`config.mk`:
```
export PLATFORM = sky130hd
export DESIGN_NAME = mspc_mul
export DESIGN_NICKNAME = d
export VERILOG_FILES = /design/src/rtl/mspc_mul.sv
export SDC_FILE = /design/constraint.sdc
export NUM_CORES = 2
export LEC_CHECK = 0
export BUFFER_PORTS_ARGS = -buffer_cell sky130_fd_sc_hd__buf_4
export CORE_UTILIZATION = 50
export CTS_BUF_LIST = sky130_fd_sc_hd__clkbuf_4 sky130_fd_sc_hd__clkbuf_8 sky130_fd_sc_hd__clkbuf_16
export DETAILED_ROUTE_END_ITERATION = 12
export PLACE_DENSITY_LB_ADDON = 0.2
export REMOVE_ABC_BUFFERS = 1
export SYNTH_ARGS = -nofsm -noshare
export SYNTH_HDL_FRONTEND = slang
export SYNTH_SLANG_ARGS = --single-unit
```
`constraint.sdc`:
```
create_clock -name clk -period 8.2 [get_ports clk]
set_clock_uncertainty 0.1 [all_clocks]
set_input_delay 0.41 -clock clk [delete_from_list [all_inputs] [get_ports clk]]
set_output_delay 0.41 -clock clk [all_outputs]
set_load 0.03 [all_outputs]
```
`src/rtl/mspc_mul.sv`:
```
module mspc_mul (
    input  logic                clk,
    input  logic signed [32:0]  a,
    input  logic signed [24:0]  b,
    output logic signed [57:0]  prod
);
    logic signed [57:0] prod_reg;

    always_ff @(posedge clk)
    begin
        prod_reg <= a * b;
    end

    assign prod = prod_reg;

endmodule

```
# After elaboration in Yosys (flattened, before gate mapping)
# Cells that the tools add are included.
# W data, S select, Z words.
# totals
register_bits,58
elab_cells,2
in_bits,59
# classes
mul,1
# ops
cell,n
$mul A33 B25 Y58,1

# Logic depth before layout (Yosys ltp)
# logic_depth
ltp_word,1
mapped_depth,27
ltp_nobuf,25

# Least setup slack after synthesis
# OpenSTA, ideal clock, no wires.
# synth_timing
path_kind,input to register
from,input port a[32]
to,register prod_reg[57] (netlist: prod[57])
arrival_time_ns,6.662
setup_ns,0.143
stages,21
slack_ns,1.295
path_cell_list,clkbuf_1 > nand2_1 > inv_1 > fa_1 > fa_1 > inv_1 > fa_1 > inv_1 > fa_1 > fa_1 > fa_1 > fa_1 > ha_1 > clkbuf_8 > a21o_1 > a21o_1 > a21o_1 > a21o_1 > and3_1 > a21oi_1 > o211ai_1
# synth_via
elab_chain_cells,1
# synth_rtl
element,line,rtl
"start, declared",3,"input logic signed [32:0] a,"
$mul A33 B25 Y58,11,prod_reg <= a * b;
"end signal, assigned",11,
"end, declared",7,logic signed [57:0] prod_reg;
# No other way between the ends.

# Worst setup path after layout
# layout_timing
from,input port b[1]
to,register prod_reg[57] (netlist: prod[57])
# layout_via
elab_chain_cells,1
# layout_rtl
element,line,rtl
"start, declared",4,"input logic signed [24:0] b,"
$mul A33 B25 Y58,11,
# No other way between the ends.

==> results.json <==
{
  "status": "complete, but fails checks",
  "violations": "design-rule violations",
  "crit_type": "input pin to flop",
  "clock-root-buffer": "clkbuf_16",
  "synth_top_cell_area_share_pct": 55.8,
  "synth_flop_cell": "dfxtp_1",
  "required_ns": 8.33,
  "worst_pin_slew_ns": 0.935,
  "syn_area_um2": 30200,
  "endpoint_kind": "flop",
  "setup.worst_path.start": "b[1]",
  "post-route-period-util_pct": 89.0,
  "gp_congestion": 0.938,
  "vias_per_cell": 5.47,
  "synth_common_cells": "fa_1, inv_1, nand2_1",
  "drc": 28,
  "io_buffers": 116,
  "cts_buffer_depth": 2,
  "yosysSeqAreaShare_pct": 3.84,
  "drt-wirelength-per-cell_um": 21.9,
  "muxShareOfSynthArea_pct": 0,
  "cts_tree": "yes",
  "min_path_type": "input pin to flop",
  "yosys_warnings": 0,
  "ys_ff_latch": 58,
  "grt_antenna_before_repair": 2,
  "largest_reg_flops": 58,
  "syn2layout_area_growth_pct": 5.69,
  "hold_viol_final": 0,
  "detail-route-antenna-nets": 0,
  "finalNetCount": 4261,
  "post-cts-setup-buffer-count": 0,
  "htreeDepth": 3,
  "yosysUniqueCellTypes": 60,
  "max_cap_viol_count": 0,
  "grt_pass1_wl_um": 142000,
  "gr-total-overflow": 0,
  "synth-simple-area-share_pct": 15.8,
  "numCtsBuffers": 9,
  "cts.sink_count": 58,
  "fmax_mhz": 137,
  "maxSlewHeadroom_pct": 37.3,
  "worstPathArrival_ns": 7.43,
  "clk_pin_slew_ns": 0.07,
  "drt-initial-drc-count": 1129,
  "path_max_fanout": 23,
  "firstDrtPassIters": 11,
  "ctsResizeCount": 0,
  "dieArea_um2": 61400,
  "grt_max_degree": 34,
  "yosysTopAreaCell": "fa_1",
  "netlist_instances": 3208,
  "synthXorXnorAreaFrac_pct": 1.71,
  "grt.total_usage_pct": 31.0,
  "yosysMostFrequentCell": "fa_1",
  "synth_compound_area_share_pct": 4.42,
  "min_from": "a[0]",
  "final.setup.tns_ns": 0,
  "start_util_pct": 50.9,
  "yosys.area_share.adder_pct": 62.3,
  "period_needed_ns": 7.30,
  "synth_top_family_by_area": "adder cells",
  "wl_um": 87300,
  "drive_gt1_share_pct": 5.42,
  "setup_viol": 0,
  "num_vias": 21765,
  "finalMaxSlewViolations": 0,
  "ioPinCount": 117,
  "crit_path_end": "prod[57]",
  "rows": 89,
  "start_kind": "input pin",
  "synth_edf_count": 0,
  "first_global_vias": 24884,
  "rsz0062_at_grt": "false",
  "netlist_top_cells_area": "fa_1, inv_1, and2_1, ha_1, nand2_1",
  "cts_hold_buf": 0,
  "avgSynthCellArea_um2": 9.42,
  "async_flop_share_pct": 0,
  "hpwl_um": 69200,
  "die_w_um": 248,
  "core_area_um2": 59400,
  "die_y_um": 248
}
cells in the final DEF (no fill, tap or decap), drive strengths merged, types with 9 or more instances in the layout:
cell type	netlist	routed
nand2	416	416
fa	842	842
nand2b	11	11
a21oi	51	51
dfxtp	58	58
xnor2	44	44
a31oi	12	12
inv	785	785
ha	157	157
o21ai	32	32
a211oi	9	9
and2	410	410
a21o	36	36
nand4	15	15
clkbuf	153	12
buf	5	142
xor2	15	15
o21bai	15	15
nor2	57	57
nand3	16	16
o211ai	9	9
logic make-up (layout without fill, tap and decap cells):
| group | count (synthesis) | count (layout) |
|---|---|---|
| AOI/OAI and AO/OA | 194 | 194 |
| xor gates and xnor gates | 59 | 59 |
| adders and majority gates | 999 | 999 |
| buffers and inverters | 944 | 944 |
| DFF | 58 | 58 |
| other | 0 | 1 |
| and+or+nand+nor | 954 | 954 |
routing by layer:
layer | track usage (%) | part of all wire, % | vias to the layer above
met5 | 0 | 0 | -
met4 | 11.3 | 4.0 | 0
met3 | 5.34 | 7.2 | 194
met2 | 52.7 | 50 | 835
met1 | 39.7 | 39 | 11547
li1 | - | - | 9189
worst min path at each step:
stage	to	depth (start not counted)	slack [ns]
6_report	prod[0]	2	0.41
5_1_grt	prod[0]	2	0.42
4_1_cts	prod[0]	2	0.39
3_5_place_dp	prod[38]	1	0.74
3_3_place_gp	prod[6]	1	0.74
2_1_floorplan	prod[0]	1	0.43
worst max-delay path: stages:
cell and delay, ns:
buf_4 0.31, nand2_1 0.16, inv_1 0.16, fa_1 0.58, fa_1 0.68, inv_1 0.24
fa_1 0.86, inv_1 0.24, fa_1 0.51, fa_1 0.56, fa_1 0.44, fa_1 0.46
ha_1 0.42, a21o_1 0.29, a21o_1 0.19, a21o_1 0.18, a21o_1 0.18, and3_1 0.18
a21oi_1 0.22, o211ai_1 0.13
final cells by class:
type,count,area (um2)
fillers,5425,27400
multi-input cells,2206,25400
inverters,786,2950
flip-flops and latches,58,1160
repair buffers,142,1070
well taps,773,967
clock buffers,12,260
clock inverters,4,73.8
diodes,1,2.50
per-stage QoR:
step	setup WS, ns	cells	hold WS (ns)	util, %	instance area (um2)
2_1_floorplan	1.55	3050	0.432	-	29600
6_report	0.902	3982	0.406	53.8	31900
4_1_cts	0.872	3981	0.394	53.8	31900
3_3_place_gp	0.644	3965	0.739	53.2	31600
3_5_place_dp	0.509	3965	0.739	53.2	31600
5_1_grt	0.562	3981	0.417	53.8	31900
Power is left out: the tool's default activity adds up to more than one toggle a clock period on the data nets, which glitch-free logic cannot reach.
