**config.mk**
```make
export PLATFORM = sky130hd
export DESIGN_NAME = mspc_state_mem
export DESIGN_NICKNAME = d
export VERILOG_FILES = /design/src/rtl/mspc_pkg.sv /design/src/rtl/mspc_state_mem.sv
export SDC_FILE = /design/constraint.sdc
export NUM_CORES = 1
export LEC_CHECK = 0
export ABC_AREA = 1
export BUFFER_PORTS_ARGS = -buffer_cell sky130_fd_sc_hd__buf_2
export CAP_MARGIN = 20
export CORE_ASPECT_RATIO = 1.4
export CORE_UTILIZATION = 55
export DETAILED_ROUTE_END_ITERATION = 6
export GPL_ROUTABILITY_DRIVEN = 1
export PLACE_DENSITY_LB_ADDON = 0.15
export SYNTH_ARGS = -nofsm -noshare
export SYNTH_HDL_FRONTEND = slang
export SYNTH_SLANG_ARGS = --single-unit
```
**constraint.sdc**
```tcl
create_clock -name clk -period 2 [get_ports clk]
set_input_delay 0.2 -clock clk [delete_from_list [all_inputs] [get_ports clk]]
set_output_delay 0.2 -clock clk [all_outputs]
set_load 0.03 [all_outputs]
```
**src/rtl/mspc_pkg.sv**
```systemverilog
package mspc_pkg;

    localparam int MOTORS = 2;
    localparam int IDX_W  = 1;

    localparam logic [1:0] MODE_STOP  = 2'd0;
    localparam logic [1:0] MODE_DRIVE = 2'd1;
    localparam logic [1:0] MODE_BRAKE = 2'd2;

    localparam logic [2:0] REG_PROP_GAIN   = 3'd0;
    localparam logic [2:0] REG_INT_GAIN_DT = 3'd1;
    localparam logic [2:0] REG_DERIV_GAIN  = 3'd2;
    localparam logic [2:0] REG_FILTER_COEF = 3'd3;
    localparam logic [2:0] REG_SAMPLE_PER  = 3'd4;
    localparam logic [2:0] REG_CMD_LOW     = 3'd5;
    localparam logic [2:0] REG_CMD_HIGH    = 3'd6;
    localparam logic [2:0] REG_ENC_INVERT  = 3'd7;

    typedef struct packed {
        logic signed [31:0] integ;
        logic signed [31:0] filt;
        logic signed [23:0] target;
        logic [1:0]         mode;
        logic signed [23:0] speed;
    } state_t;

    function automatic logic signed [31:0] sat32(input logic signed [63:0] x);
        if (x > 64'sd2147483647)
            return 32'sh7fffffff;
        else if (x < -64'sd2147483648)
            return 32'sh80000000;
        else
            return x[31:0];
    endfunction

endpackage

```
**src/rtl/mspc_state_mem.sv**
```systemverilog
module mspc_state_mem (
    input  logic                          clk,
    input  logic                          rst_n,
    input  logic                          rd_en,
    input  logic [mspc_pkg::IDX_W-1:0]    rd_idx,
    output mspc_pkg::state_t              rd_data,
    input  logic                          wr_en,
    input  logic [mspc_pkg::IDX_W-1:0]    wr_idx,
    input  mspc_pkg::state_t              wr_data
);
    import mspc_pkg::*;

    state_t             mem [MOTORS];
    logic [MOTORS-1:0]  valid_reg;
    state_t             rd_word_reg;
    logic               rd_valid_reg;

    always_ff @(posedge clk)
    begin
        if (wr_en)
            mem[wr_idx] <= wr_data;
        if (rd_en)
            rd_word_reg <= mem[rd_idx];
    end

    always_ff @(posedge clk or negedge rst_n)
    begin
        if (!rst_n)
        begin
            valid_reg    <= '0;
            rd_valid_reg <= 1'b0;
        end
        else
        begin
            if (wr_en)
                valid_reg[wr_idx] <= 1'b1;
            if (rd_en)
                rd_valid_reg <= valid_reg[rd_idx];
        end
    end

    // an entry never written reads as the cleared state
    assign rd_data = rd_valid_reg ? rd_word_reg : '0;

endmodule

```
# ---- After elaboration in Yosys (flattened, before gate mapping)
# Memories as Yosys holds them, arrays and structs flattened. A register that Yosys moved wholly into a read port is not among the register bits.
# Index checks and enable logic that the tools add are counted.
dict set report word_totals {
  rom_bits 0
  ram_bits 228
  reg_bits 3
  latch_bits 0
  wordCells 15
  in_bits 120
  mem_count 1
}
dict set report op_classes {
  n_eq_ne 0
  bitwise_logic 1
  shifts 0
  n_div 0
  order_cmp 3
  multipliers 0
  addsub 0
  n_mux 7
  n_reduce_logical 1
}
# name words width rd rd_clocked_by_memory_dff write_ports line_no
set mem_list {}
lappend mem_list {mem 2 114 1 1 1 mspc_state_mem.sv:13} ;# state_t mem [MOTORS];
# cell n
set op_table {}
lappend op_table {{114-bit two-way mux} 1}
lappend op_table {{1-bit two-way mux} 5}
lappend op_table {{1-bit by 2-bit < comparator with 1-bit output (second input constant)} 2}
lappend op_table {{2-bit bitwise OR} 1}
lappend op_table {{1-bit demux with 1-bit select} 1}
lappend op_table {{1-bit >= comparator (second input constant)} 1}
lappend op_table {{1-bit logical AND} 1}

# ---- Longest topological paths before layout
dict set report depth {
  word_depth 5
  mapped_depth 6
  mapped_depth_nobuf 4
}

# ---- Worst setup path after synthesis
# OpenSTA, ideal clock, no wires.
dict set report synth_path {
  path_kind {input to register}
  startpoint {in wr_en}
  endpoint {mem mem[0][0] (netlist name) (enable)}
  path_buffers 0
  setup_ns 0.592
  t_required_ns 1.408
  stages 2
  arrival_time_ns 5.037
  path_slack_ns -3.629
  cell_sequence {inv_1 > nor2_1}
}
dict set report synth_between {
  elab_chain_cells 2
}
# element line_no
set synth_rtl {}
lappend synth_rtl {{start: declaration} mspc_state_mem.sv:7} ;# input logic wr_en,
lappend synth_rtl {{1-bit two-way mux} mspc_state_mem.sv:20} ;# if (wr_en)
lappend synth_rtl {{1-bit two-way mux (implied by the code)} mspc_state_mem.sv:21} ;# mem[wr_idx] <= wr_data;
lappend synth_rtl {{end: declaration} mspc_state_mem.sv:13}
# Every way passes these cells.

==> out/metrics.yaml <==
min_path_cells: 3
antenna_found_initial: 2
num-fill-cells: 1476
clockPowerShare_pct: 36.0
seqPwrFrac_pct: 54.0
drive_gt1_share_pct: 22.64
startpoint_type: "register"
cp_slowest_cell: "dfrtp_4"
cts_buffer_depth: 3
cts.sinks: 345
vias_per_cell: 4.760
die_x_um: 130.9
cts_tree: "done"
p_int_w: 0.01244
synth_ff_type: "edfxtp_1"
syn_area_per_cell_sq_um: 13.22
outcome: "finished clean"
drt-pass1-iter-count: 5
cts_buffers: 30
io_pins: 234
die_h_um: 182.5
fin_ws_ns: 0.09632
drtIter0Drc: 428
coreArea_sq_um: 22690
netlist_instances: 968
wire_per_inst_um: 14.89
post-route-min-period_ns: 1.904
final-hold-violation-count: 0
die_area_sq_um: 23890
powerDensity_nw_per_um2: 964.0
clk_latency_ns: 0.54
multi_input_area_sq_um: 1772
wl_met1_um: 9622
hold_class: "in2reg"
drc: 0
dr.max_layer_used: "met4"
yosysMostFrequentCell: "nand2_1"
fin_area_sq_um: 16670
setup_viol: 0
fin_crit_sh_pct: 95.18
crit_type: "reg2out"
max_freq_mhz: 525.3
seq_area_sq_um: 10350
fin_nets: 1453
relSlewSlack_pct: 61.84
worst_pin_slew_ns: 0.5712
syn_nets: 1088
rsz0062_at_grt: "false"
vias: 7897
slew_violations: 0
final.setup_skew_ns: 0.007945
p_sw_w: 0.003629
fin_util_pct: 73.46
ir_drop_mv: 0.8934
area_growth_pct: 30.22
place.gp.congestion: 0.7831
yosysWarnings: 0
grt_pass1_vias: 7670
grt_use_total_pct: 21.11
crit_path_end_kind: "output pin"
routed_wl_um: 24700
fin_hold_ws_ns: 0.02814
drv_cap: 0
antenna_left: 0
rows: 65
largest_register_ff_count: 228
synth.area.top_cells: "edfxtp_1, nand2_1, inv_1"
initial_utilization_pct: 56.41
wl_met2_um: 13220
place_ws_ns: 0.3965
ys_seq_elements: 345
worst_r2r_path_depth: 3
met3_length_um: 1232
crit_path_max_fanout: 39
cts_root_buf: "clkbuf_16"
async_flop_share_pct: 0.8696
critical_path_arrival_ns: 1.70
leakagePower_nw: 7.616
ys_seq_area_share_pct: 80.82
clk_pin_slew_ns: 0.07
synth.top_cell.area_share_pct: 80.23
cts-resized-gates: 0
synth_edf_count: 342
sw_frac_of_total_pct: 22.58
path_cells: "buf_12 > nand2_1 > inv_1 > buf_2"
setup_tns_ns: 0
dp_hpwl_um: 13910
netlist_area_sq_um: 12800
synth_top_cells_by_count: "nand2_1, edfxtp_1, inv_1"
dpl_cell_area_sq_um: 14470
synth_top_cell_by_area: "edfxtp_1"
pwr-share-comb_pct: 10.0
grt_start_max_net_pins: 116
htree_levels: 1
io_buffers: 233
slowest_delay_ns: 0.54
cp_data_required_time_ns: 1.80
ys_types: 11
grt_overflow: 0
grt_pass1_wl_um: 38090
==> power groups by stage <==
stage	registers, W	clock network, W	logic, W
floorplan	0.00878	0	0.000881
global placement	0.00881	0	0.00139
detailed placement	0.00883	0	0.00142
CTS	0.00867	0.00588	0.00162
global route	0.00871	0.00613	0.00178
finish	0.00867	0.00579	0.00161
==> layer usage <==
layer  vias to the layer above  global-route usage (%)
li1                       3860                       -
met4                         0                   7.126
met5                         -                       0
met3                        50                   2.932
met1                      3726                   25.18
met2                       261                   38.60
==> through the flow <==
step,power (W),cells
2_1_floorplan,0.009662,968
3_3_place_gp,0.01021,1482
3_5_place_dp,0.01025,1482
4_1_cts,0.01617,1656
5_1_grt,0.01662,1659
6_report,0.01607,1659
==> path summary, 6_finish.rpt <==
check                                         start                        to  slack [ns]
min                                           wr_en  valid_reg[0]$_DFFE_PN0P_        0.03
max                        rd_valid_reg$_DFFE_PN0P_               rd_data[51]         0.1
min in group asynchronous                     rst_n  valid_reg[1]$_DFFE_PN0P_        0.55
min reg2reg                valid_reg[0]$_DFFE_PN0P_  valid_reg[0]$_DFFE_PN0P_        0.48
max reg2reg                rd_valid_reg$_DFFE_PN0P_  rd_valid_reg$_DFFE_PN0P_        1.00
max in group asynchronous                     rst_n  rd_valid_reg$_DFFE_PN0P_        1.28
==> timing repair <==
action,CTS,global route
setup endpoints to repair,26,8
hold buffers,118,0
setup buffers,1,1
hold endpoints to repair,233,0
==> cell type report <==
class / instances / share of cell area (%)
Timing Repair Buffer: 371 / 16.21
Antenna cell: 2 / 0.03003
Clock inverter: 22 / 1.269
Multi-Input combinational cell: 465 / 10.63
Sequential cell: 345 / 62.09
Inverter: 120 / 2.815
Tap cell: 301 / 2.259
Clock buffer: 33 / 4.699
==> layout by cell type, fill, tap and decap left out, drive strengths merged, types with 2 or more instances in the layout <==
cell type | Yosys | layout
buf | 38 | 253
diode | 0 | 2
dlygate4sd3 | 0 | 118
clkinv | 0 | 15
nand2 | 462 | 462
inv | 120 | 119
dfrtp | 3 | 3
edfxtp | 342 | 342
clkinvlp | 0 | 4
bufinv | 0 | 4
clkbuf | 0 | 33
==> kinds of logic after synthesis <==
family          count (synthesis)  synth area share (%)
compound gates                  1               0.03906
flops                         345                 80.82
buf+inv                       158                 5.523
simple gates                  464                 13.62
==> critical path, delay by kind of cell (launching register included) <==
family / cells / cell delay [ns]
flip-flops: 1 / 0.54
AND/OR/NAND/NOR: 1 / 0.08
buffers and inverters: 3 / 0.52
Note: power is estimated with default switching activity, not from simulation.
